--- config.mk ---
export PLATFORM = sky130hd
export DESIGN_NAME = lidar_normal_scan_parser
export DESIGN_NICKNAME = d
export VERILOG_FILES = /design/src/hw/rtl/lnsp_pkg.sv /design/src/hw/rtl/lnsp_front.sv /design/src/hw/rtl/lnsp_queue.sv /design/src/hw/rtl/lnsp_back.sv /design/src/hw/rtl/lidar_normal_scan_parser.sv
export SDC_FILE = /design/constraint.sdc
export NUM_CORES = 1
export LEC_CHECK = 0
export BUFFER_PORTS_ARGS = -buffer_cell sky130_fd_sc_hd__buf_4
export CORE_MARGIN = 1
export CORE_UTILIZATION = 45
export CTS_CLUSTER_SIZE = 10
export DETAILED_ROUTE_END_ITERATION = 6
export SYNTH_ARGS = -nofsm -noshare
export SYNTH_HDL_FRONTEND = slang
export SYNTH_SLANG_ARGS = --single-unit
--- constraint.sdc ---
create_clock -name aclk -period 4.2 [get_ports aclk]
set_clock_uncertainty 0.05 [all_clocks]
set_input_delay 0.42 -clock aclk [delete_from_list [all_inputs] [get_ports aclk]]
set_output_delay 0.42 -clock aclk [all_outputs]
set_load 0.05 [all_outputs]
--- src/hw/rtl/lnsp_pkg.sv ---
// Shared types, constants and tables for the scan packet parser.
package lnsp_pkg;

    // Default depth of the packet queue between framer and formatter
    localparam int LNSP_QDEPTH = 2;

    // Reset value of the quality floor register
    localparam logic [6:0] QUAL_FLOOR_RST = 7'd10;

    // Quality scaling: percent = floor(QualScale * raw / QualRawMax)
    localparam int QualScale  = 100;
    localparam int QualRawMax = 63;

    // Rounding of the Q6 angle to whole degrees
    localparam int ANGLE_FRAC = 6;
    localparam logic [15:0] ANGLE_HALF = 16'd32;

    // Byte position the framer expects next
    typedef enum logic [2:0] {
        PH_HUNT = 3'd0,
        PH_B1   = 3'd1,
        PH_B2   = 3'd2,
        PH_B3   = 3'd3,
        PH_B4   = 3'd4
    } phase_t;

    // One framed packet, raw fields
    typedef struct packed {
        logic        new_scan;
        logic [5:0]  qual_raw;
        logic [14:0] angle_q6;
        logic [15:0] dist_qmm;
    } pkt_t;

    // One formatted result, last field in the lowest bits
    typedef struct packed {
        logic [15:0] distance_qmm;
        logic [9:0]  angle_deg;
        logic [6:0]  quality_pct;
        logic        new_scan;
        logic        meas_valid;
    } result_t;

    // Queue status seen by the framer, the formatter and the top level
    typedef struct packed {
        logic full;
        logic empty;
    } qstat_t;

    // Quality lookup, built at elaboration
    typedef logic [63:0][6:0] qual_tbl_t;

    function automatic qual_tbl_t build_qual_table();
        qual_tbl_t tbl;
        for (int i = 0; i < 64; i++) begin
            tbl[i] = 7'((QualScale * i) / QualRawMax);
        end
        return tbl;
    endfunction

    localparam qual_tbl_t QUAL_TABLE = build_qual_table();

endpackage

--- src/hw/rtl/lnsp_front.sv ---
// Byte framer: hunts packet starts and collects five-byte scan packets.
module lnsp_front import lnsp_pkg::*; (
    input  logic       aclk,
    input  logic       aresetn,
    input  logic       s_tvalid,
    output logic       s_tready,
    input  logic [7:0] s_tdata,     // [7:0] rx_byte
    input  qstat_t     q_stat,
    output logic       push,
    output pkt_t       push_pkt
);

    phase_t     phase_reg, phase_next;
    logic [7:0] b0_reg, b1_reg, b2_reg, b3_reg;
    logic       accept;

    // Only the last byte needs room in the queue
    assign s_tready = (phase_reg != PH_B4) || !q_stat.full;
    assign accept   = s_tvalid && s_tready;

    // Phase register
    always_ff @(posedge aclk) begin
        if (!aresetn) begin
            phase_reg <= PH_HUNT;
        end else begin
            phase_reg <= phase_next;
        end
    end

    // Packet byte capture
    always_ff @(posedge aclk) begin
        if (accept) begin
            unique case (phase_reg)
                PH_B1:   b1_reg <= s_tdata;
                PH_B2:   b2_reg <= s_tdata;
                PH_B3:   b3_reg <= s_tdata;
                PH_B4:   ;
                default: b0_reg <= s_tdata;
            endcase
        end
    end

    // Next phase and packet push
    always_comb begin
        phase_next = phase_reg;
        push       = 1'b0;
        if (accept) begin
            unique case (phase_reg)
                PH_B1:   phase_next = s_tdata[0] ? PH_B2 : PH_HUNT;
                PH_B2:   phase_next = PH_B3;
                PH_B3:   phase_next = PH_B4;
                PH_B4: begin
                    phase_next = PH_HUNT;
                    push       = 1'b1;
                end
                default: phase_next = (s_tdata[0] ^ s_tdata[1]) ? PH_B1 : PH_HUNT;
            endcase
        end
    end

    assign push_pkt.new_scan = b0_reg[0];
    assign push_pkt.qual_raw = b0_reg[7:2];
    assign push_pkt.angle_q6 = {b2_reg, b1_reg[7:1]};
    assign push_pkt.dist_qmm = {s_tdata, b3_reg};

endmodule

--- src/hw/rtl/lnsp_queue.sv ---
// Short packet queue between framer and formatter.
module lnsp_queue import lnsp_pkg::*; #(
    parameter int DEPTH = LNSP_QDEPTH
) (
    input  logic   aclk,
    input  logic   aresetn,
    input  logic   push,
    input  pkt_t   push_pkt,
    input  logic   pop,
    output pkt_t   head_pkt,
    output qstat_t q_stat
);

    localparam int PW = (DEPTH > 1) ? $clog2(DEPTH) : 1;
    localparam int CW = $clog2(DEPTH + 1);
    localparam logic [PW-1:0] LAST = PW'(DEPTH - 1);

    pkt_t          mem_reg [DEPTH];
    logic [PW-1:0] wr_ptr_reg, rd_ptr_reg;
    logic [CW-1:0] count_reg;

    // Entry storage
    always_ff @(posedge aclk) begin
        if (push) begin
            mem_reg[wr_ptr_reg] <= push_pkt;
        end
    end

    // Pointers and fill count
    always_ff @(posedge aclk) begin
        if (!aresetn) begin
            wr_ptr_reg <= '0;
            rd_ptr_reg <= '0;
            count_reg  <= '0;
        end else begin
            if (push) begin
                wr_ptr_reg <= (wr_ptr_reg == LAST) ? '0 : wr_ptr_reg + PW'(1);
            end
            if (pop) begin
                rd_ptr_reg <= (rd_ptr_reg == LAST) ? '0 : rd_ptr_reg + PW'(1);
            end
            if (push && !pop) begin
                count_reg <= count_reg + CW'(1);
            end else if (pop && !push) begin
                count_reg <= count_reg - CW'(1);
            end
        end
    end

    assign head_pkt     = mem_reg[rd_ptr_reg];
    assign q_stat.full  = (count_reg == CW'(DEPTH));
    assign q_stat.empty = (count_reg == '0);

endmodule

--- src/hw/rtl/lnsp_back.sv ---
// Result formatter: quality, validity, rounded angle; holds the output register.
module lnsp_back import lnsp_pkg::*; (
    input  logic        aclk,
    input  logic        aresetn,
    input  logic [6:0]  quality_floor,
    input  pkt_t        head_pkt,
    input  qstat_t      q_stat,
    output logic        pop,
    output logic        m_tvalid,
    input  logic        m_tready,
    output logic [39:0] m_tdata
);

    logic        m_valid_reg;
    result_t     res_reg, res_next;
    logic [6:0]  quality;
    logic        meas_ok;
    logic [15:0] angle_sum;

    // Load a new result when the output stage is free or being drained
    assign pop = !q_stat.empty && (!m_valid_reg || m_tready);

    // Formatting of the queue head
    always_comb begin
        quality   = QUAL_TABLE[head_pkt.qual_raw];
        meas_ok   = quality > quality_floor;
        angle_sum = {1'b0, head_pkt.angle_q6} + ANGLE_HALF;

        res_next.meas_valid   = meas_ok;
        res_next.new_scan     = head_pkt.new_scan;
        res_next.quality_pct  = quality;
        res_next.angle_deg    = meas_ok ? angle_sum[15:ANGLE_FRAC] : '0;
        res_next.distance_qmm = meas_ok ? head_pkt.dist_qmm : '0;
    end

    // Output valid
    always_ff @(posedge aclk) begin
        if (!aresetn) begin
            m_valid_reg <= 1'b0;
        end else if (pop) begin
            m_valid_reg <= 1'b1;
        end else if (m_tready) begin
            m_valid_reg <= 1'b0;
        end
    end

    // Output payload
    always_ff @(posedge aclk) begin
        if (pop) begin
            res_reg <= res_next;
        end
    end

    assign m_tvalid = m_valid_reg;
    assign m_tdata  = {5'd0, res_reg};

endmodule

--- src/hw/rtl/lidar_normal_scan_parser.sv ---
// Top level of the five-byte scan packet parser.
//
// Takes one serial byte per transaction on the s_ stream, frames five-byte scan
// packets (start byte with bit 0 and bit 1 differing, second byte with bit 0
// set, else both dropped) and emits one result per packet on the m_ stream:
// validity, start-of-rotation flag, quality in percent, angle rounded to whole
// degrees and distance in quarter millimetres (angle and distance zero when
// quality is not above quality_floor). A byte is taken every cycle; the last
// byte of a packet waits only when the packet queue (QDEPTH entries) is full,
// and a result reaches m_ through the queue entry and the output register when
// the output is free. quality_floor resets to 10; the user must write it over
// the cfg_ channel only while no packet is in flight; the block does not check.
module lidar_normal_scan_parser import lnsp_pkg::*; #(
    parameter int QDEPTH = LNSP_QDEPTH
) (
    input  logic        aclk,
    input  logic        aresetn,
    // byte input
    input  logic        s_tvalid,
    output logic        s_tready,
    input  logic [7:0]  s_tdata,    // [7:0] rx_byte
    // results
    output logic        m_tvalid,
    input  logic        m_tready,
    output logic [39:0] m_tdata,    // [0] meas_valid, [1] new_scan, [8:2] quality_pct,
                                    // [18:9] angle_deg, [34:19] distance_qmm, [39:35] zero
    // configuration
    input  logic        cfg_valid,
    output logic        cfg_ready,
    input  logic [6:0]  cfg_data    // [6:0] quality_floor
);

    logic [6:0] floor_reg;
    logic       push, pop;
    pkt_t       push_pkt, head_pkt;
    qstat_t     q_stat;

    // Quality floor register
    assign cfg_ready = 1'b1;

    always_ff @(posedge aclk) begin
        if (!aresetn) begin
            floor_reg <= QUAL_FLOOR_RST;
        end else if (cfg_valid && cfg_ready) begin
            floor_reg <= cfg_data;
        end
    end

    lnsp_front u_front (
        .aclk     (aclk),
        .aresetn  (aresetn),
        .s_tvalid (s_tvalid),
        .s_tready (s_tready),
        .s_tdata  (s_tdata),
        .q_stat   (q_stat),
        .push     (push),
        .push_pkt (push_pkt)
    );

    lnsp_queue #(
        .DEPTH (QDEPTH)
    ) u_queue (
        .aclk     (aclk),
        .aresetn  (aresetn),
        .push     (push),
        .push_pkt (push_pkt),
        .pop      (pop),
        .head_pkt (head_pkt),
        .q_stat   (q_stat)
    );

    lnsp_back u_back (
        .aclk          (aclk),
        .aresetn       (aresetn),
        .quality_floor (floor_reg),
        .head_pkt      (head_pkt),
        .q_stat        (q_stat),
        .pop           (pop),
        .m_tvalid      (m_tvalid),
        .m_tready      (m_tready),
        .m_tdata       (m_tdata)
    );

    // Queue never reports full and empty together
    a_qstat: assert property (@(posedge aclk) disable iff (!aresetn)
        !(q_stat.full && q_stat.empty))
        else $error("packet queue full and empty at once");

    // Input stalls only when the queue has no room
    a_stall: assert property (@(posedge aclk) disable iff (!aresetn)
        !s_tready |-> q_stat.full)
        else $error("input stalled with queue space left");

    // Invalid measurements carry zero angle and distance
    a_zero: assert property (@(posedge aclk) disable iff (!aresetn)
        (m_tvalid && !m_tdata[0]) |-> (m_tdata[34:9] == '0))
        else $error("invalid measurement with nonzero angle or distance");

    // Quality stays within percent range
    a_qual: assert property (@(posedge aclk) disable iff (!aresetn)
        m_tvalid |-> (m_tdata[8:2] <= 7'd100))
        else $error("quality above 100 percent");

endmodule
=== Word-level counts from Yosys, hierarchy flattened ===
Memories as Yosys holds them, arrays and structs flattened. A register that Yosys moved wholly into a read port is not among the register bits.
Cells that the tools add are included.

* Register bits after elaboration: 82
* Bits in writable memories: 76
* Bits in read-only memories: 448
* Bits of input ports: 20
* Output and inout port bits: 43
* Word-level logic and storage cells: 67
* Memories kept: 2

* $add $sub $neg: 5
* $lt $le $gt $ge: 2
* Eq/ne operators: 6
* Mux-type cells: 16
* Bitwise operators: 2
* Reductions and logical operators: 19

{| class="wikitable"
|+ Memory list
! name !! words !! bits a word !! read ports !! clocked after Yosys merged registers in !! wr ports !! RTL line !! text
|-
| (no name shown) || 64 || 7 || 1 || 0 || 0 || lnsp_back.sv:25 || <nowiki>quality = QUAL_TABLE[head_pkt.qual_raw];</nowiki>
|-
| u_queue.mem_reg || 2 || 38 || 1 || 1 || 1 || lnsp_queue.sv:18 || <nowiki>pkt_t mem_reg [DEPTH];</nowiki>
|}

{| class="wikitable"
|+ Operator list
! operator !! number
|-
| adder 15 x 6 -> 16 bit, second input constant || 1
|-
| case mux 3 bit (4 select lines) || 1
|-
| 2-to-1 mux 1 bit || 11
|-
| AND reduction 2 bit || 4
|-
| greater-than comparator 7 bit || 1
|-
| less-than comparator 6 x 7 -> 1 bit, second input constant || 1
|-
| 2-to-1 mux 7 bit || 1
|-
| equality test 3 x 2 -> 1 bit, second input constant || 2
|-
| 2-to-1 mux 2 bit || 3
|-
| zero test 1 bit || 5
|-
| logical AND 1 bit || 4
|-
| nonzero test 2 bit || 2
|-
| OR reduction 4 bit || 1
|-
| equality test 3 x 1 -> 1 bit, second input constant || 1
|-
| equality test 3 bit, second input constant || 1
|-
| inequality test 3 bit, second input constant || 1
|-
| adder 1 bit, second input constant || 2
|-
| adder 2 x 1 -> 2 bit, second input constant || 1
|-
| equality test 2 bit, second input constant || 1
|-
| zero test 2 bit || 1
|-
| logical OR 1 bit || 2
|-
| subtractor 2 x 1 -> 2 bit, second input constant || 1
|-
| NOT 1 bit || 1
|-
| bitwise XOR 1 bit || 1
|}

=== Longest topological paths before layout ===
* Depth in word-level cells: 9
* Depth in mapped cells: 17
* Gate-level depth less buffers: 15

=== Modules after synthesis ===
A second synthesis with hierarchy kept.

* Cells, all modules: 449
* Area, all modules: 6844.1 um^2

{| class="wikitable"
|+ By module, submodules not included
! module !! times used !! cells each !! area an instance (um^2) !! seq. area each (um^2)
|-
| lnsp_queue || 1 || 140 || 2964.1 || 2382.3
|-
| lnsp_back || 1 || 223 || 2423.6 || 1071.0
|-
| lnsp_front || 1 || 62 || 1184.9 || 960.9
|-
| lidar_normal_scan_parser || 1 || 24 || 271.5 || 140.1
|}

=== Least setup slack after synthesis ===
No wires, ideal clock.

* Path kind: reg2reg
* Start point: reg with a tool-made name
* End point: reg u_back.res_reg, in the netlist u_back.m_tdata[10], data pin
* Library setup time: 0.266 ns
* Arrival: 3.372 ns
* Data required time: 3.884 ns
* Path slack: 0.512 ns
* Cell stages (with the launch flop): 16
* Buffers on the path: 4
* Clock period less this slack: 3.688 ns
* Cell sequence: dfxtp_1 > buf_6 > buf_8 > mux2i_2 > ha_1 > buf_2 > a211oi_1 > nor3_1 > o311ai_1 > ha_1 > nor2b_1 > o21a_1 > o21a_1 > o31ai_2 > clkbuf_1 > nor2_1

{| class="wikitable"
|+ RTL lines
! what !! RTL line !! text
|-
| end signal: assignment || lnsp_back.sv:50 || <nowiki>res_reg <= res_next;</nowiki>
|-
| end: declaration || lnsp_back.sv:15 || <nowiki>result_t res_reg, res_next;</nowiki>
|}

==> summary by stage <==
Placed design
The count of input and output buffers is 56. The placed instance count is 685. Detailed placement ended at an HPWL of approximately 8200 um. The placed instance area is slightly below 0.007 mm^2. The placer congestion estimate is 0.813.

CTS
The clock tree buffer depth is 2. The H-tree level count is 4. Counting every sink on the clock net gives around 140.

The clock reaches the later pin of the worst-skew pair after ~0.42 ns. The register clock-pin slew on the reported worst setup and hold paths is roughly 0.060 ns. TritonCTS built the clock tree. The number of CTS-inserted buffers is 17. Once the clock tree was built, the setup fixing pass inserted 0 buffers. Clock tree synthesis selected as its root buffer the cell sky130_fd_sc_hd__clkbuf_16.

Timing
The final sum of negative setup slack is 0 ns. The hold violation count in the final report is 0. The final clock period utilization by the worst path is roughly nine tenths. The count of final setup violators is 0.

The time the final worst path needs with I/O delays and setup is just under 4 ns. The worst hold-check slack is about 0.18 ns. Setup repair after global routing left no endpoint under its margin. Measured against its own limit, the worst slew margin works out to 43.9%. For the pin with the worst max-slew slack, the measured transition is roughly 0.84 ns. The final-report max-slew violation count is 0.

Timing would allow up to around 0.26 GHz.

Setup path
The signal on the critical path passes through mux2i_4, inv_1, ha_1, a211oi_1, a311oi_1, a311oi_1, o32ai_1, buf_4, ha_1, o21a_1, o21a_1, o31ai_4, inv_1, and2_1. In this design, the stage delay of the slowest critical-path cell is about 0.46 ns. Together, buffers and inverters on the worst path number 3. The kind of cell with the highest combined delay along the critical path is compound AO/OA/AOI/OAI gates. The element type at the critical path end is a flop. Among all stages on the critical path, the largest delay is contributed by sky130_fd_sc_hd__dfxtp_4. The required time of the critical path is ~4.3 ns. The top fanout value on the critical path is 13. The worst setup path is launched from a flop. The worst setup path is of the reg2reg kind. At the worst endpoint, the arrival time is approximately 4 ns.

Global routing
The initial antenna violation count is 0. The global-route wire length before repair is between 15000 and 20000 um. The pin count of the biggest net entering global routing is 38. The total overflow left after global routing is 0. The via count of the first global-routing pass is 3705.

For this run, the total global-route usage over all layers was measured as between 10% and 20%.

Synth
The number of flops mapped to enable cells by yosys is 126. In the synthesized netlist, the number of instances is between 400 and 500. The cell area that synthesis handed to floorplanning was about 0.0063 mm^2. The dominant synthesized flop cell is sky130_fd_sc_hd__edfxtp_1.

The synthesized netlist devotes between 9 and 10% of its cell area to simple gates. The yosys synthesis warning count is 0. The synthesized area per cell is 13.7 um^2. The adder-cell area share of the yosys netlist is around 3.7%. The fraction of the mapped netlist area in compound gates is 8.82%. The synthesized netlist devotes 1.53% of its cell area to XOR and XNOR gates. The dominant combinational cell family by area after synthesis is simple AND/OR/NAND/NOR gates.

The sequential cell area fraction in the yosys report is ~65%. In the synthesized netlist, mux cells make up 7.35% of the area. The number of different library cells used by synthesis comes to 60. The share of async-settable or async-resettable flops after synthesis is 0%. The synthesized design contains 142 register bits.

Final layout
The multi-input combinational cell area is ~0.0020 mm^2. Relative to the synthesized area, the layout overhead comes to 18.7%. The sequential cells in the finished layout cover a total of 0.00411 mm^2. The final non-filler cell total is 717. The fraction of final layout cells sized beyond drive strength 1 is ~22%.

The final net count is roughly 570. After routing the design area is ~0.0075 mm^2. Cells fill between 50% and 60% of the core in the end. The register with the most flip-flops in the layout has 66 of them. The total inserted antenna cells is 0.

The number of filler cells placed in the layout is roughly 1200.

Power and ir drop
The worst-case IR drop observed on VDD is between 0.0003 and 0.0004 V. The cell leakage power is 2.70 nW. In this run the power density over the cells is about 670 mW/mm^2.

Floorplan
From left edge to right edge, the die measures 120 um. The vertical die dimension is ~120 um. During I/O placement, the number of pins put on the boundary was 63.

The area of the core is about 0.013 mm^2. The starting density of the core is a little under half. The die covers 0.0145 mm^2.

Row generation in the floorplan step produced 42 rows.

Drt
The post-detailed-route via-to-cell ratio is 5.33. The iteration count of the initial detailed-routing pass is 4. The number of nets with antenna violations after routing is 0.

Summed over all layers, the routed wires come to 12300 um. The average routed wire per standard cell is between 15 and 20 um. The DRC violation count after routing is 0. The routed layout has between 3000 and 4000 vias. The first-iteration detailed-routing DRC count is 265.

Min path
The tightest min-delay check is of the in2reg type.

Run status
The run finished with clean final reports.

Job
The number of violations of the max-capacitance limit is 0.
-- kinds of logic after synthesis --
logic type               Yosys count
multiplexers                      41
buffers and inverters             44
AND/OR/NAND/NOR                  127
flip-flops                       142
AO/OA/AOI/OAI                     74
adder cells (fa/ha/maj)           19
other                              2
XOR/XNOR                          11
-- repair_timing --
| action | 4_1_cts | 5_1_grt |
|---|---|---|
| endpoints found under the setup margin | 0 | 1 |
| gates resized for setup | 0 | 1 |
| hold buffers | 0 | 0 |
-- worst paths after layout --
check	startpoint	endpoint	slack (ns)	cells after the start
max	flop	u_back.m_tdata[9]	0.35	14
min	cfg_data[3]	floor_reg[3]	0.18	3
max reg2reg	flop	u_back.m_tdata[9]	0.35	14
min reg2reg	u_front.b1_reg[7]	u_queue.mem_reg[0][22]	0.39	0
-- layout make-up --
cell class	instances	area share [%]
multi-input cells	278	26.8
flip-flops and latches	142	54.8
clock inverters	14	1.55
clock buffers	18	5.73
inverters	19	0.952
repair buffers	70	7.18
well taps	176	2.94
-- tightest hold or removal path, delay by kind of cell --
family	cells	cell delay, ns
AO/OA/AOI/OAI	1	0.06
AND/OR/NAND/NOR	1	0.05
buffers and inverters	1	0.08
-- routing by layer --
| metal | GRT usage [%] | vias up | wire (um) |
|---|---|---|---|
| li1 | - | 1851 | - |
| met1 | 24.2 | 1848 | 5840 |
| met2 | 28.0 | 103 | 5820 |
| met3 | 4.58 | 20 | 501 |
| met4 | 7.02 | 0 | 167 |
| met5 | 0 | - | 0 |
-- report_power, final --
group          switching [mW]  total, mW  internal (mW)
logic                    1.19       1.73          0.543
registers              0.0845       1.90           1.81
clock network           0.565       1.38          0.811
total                    1.84       5.00           3.17
-- cells in the mapped netlist, drive strengths merged, types with 2 or more instances --
cell type	number	area (um^2)
o21ai	10	50.1
nor3	8	40.0
maj3	2	20.0
a211oi	5	42.5
and3	3	18.8
nor4	2	12.5
ha	17	213
xor2	4	35.0
nor2	49	184
nand2	19	71.3
a221oi	5	56.3
buf	20	144
a21boi	2	15.0
clkbuf	5	18.8
inv	19	71.3
nor3b	4	30.0
o311ai	3	26.3
o21a	5	37.5
mux2i	33	367
conb	2	7.51
and2	8	50.1
o32ai	3	26.3
o211ai	4	30.0
nand4	2	12.5
a32o	2	20.0
a2111oi	2	17.5
nand2b	4	25.0
dfxtp	16	320
edfxtp	126	3780
o31ai	3	27.5
mux2	8	97.6
a311oi	3	26.3
xnor2	7	61.3
a21oi	16	80.1
nor2b	13	81.3
o31a	2	17.5
nand3	8	40.0
nand3b	4	30.0
o2111a	2	22.5
-- layout by cell type (no fill, tap or decap), drive strengths merged, types with 10 or more instances in the layout --
cell type  count
ha            17
clkbuf        18
o21ai         10
mux2i         33
a21oi         16
nand2         19
inv           22
buf           70
dfxtp         16
nor2b         13
edfxtp       126
nor2          49
-- stage by stage --
step                      total power, mW  setup slack [ns]
after floorplan                      3.16             0.512
after global placement               3.65             0.376
after detailed placement             3.66             0.349
after CTS                            5.05             0.327
after global routing                 5.20            0.0963
final                                5.00             0.349
(Power assumes the default switching activity.)
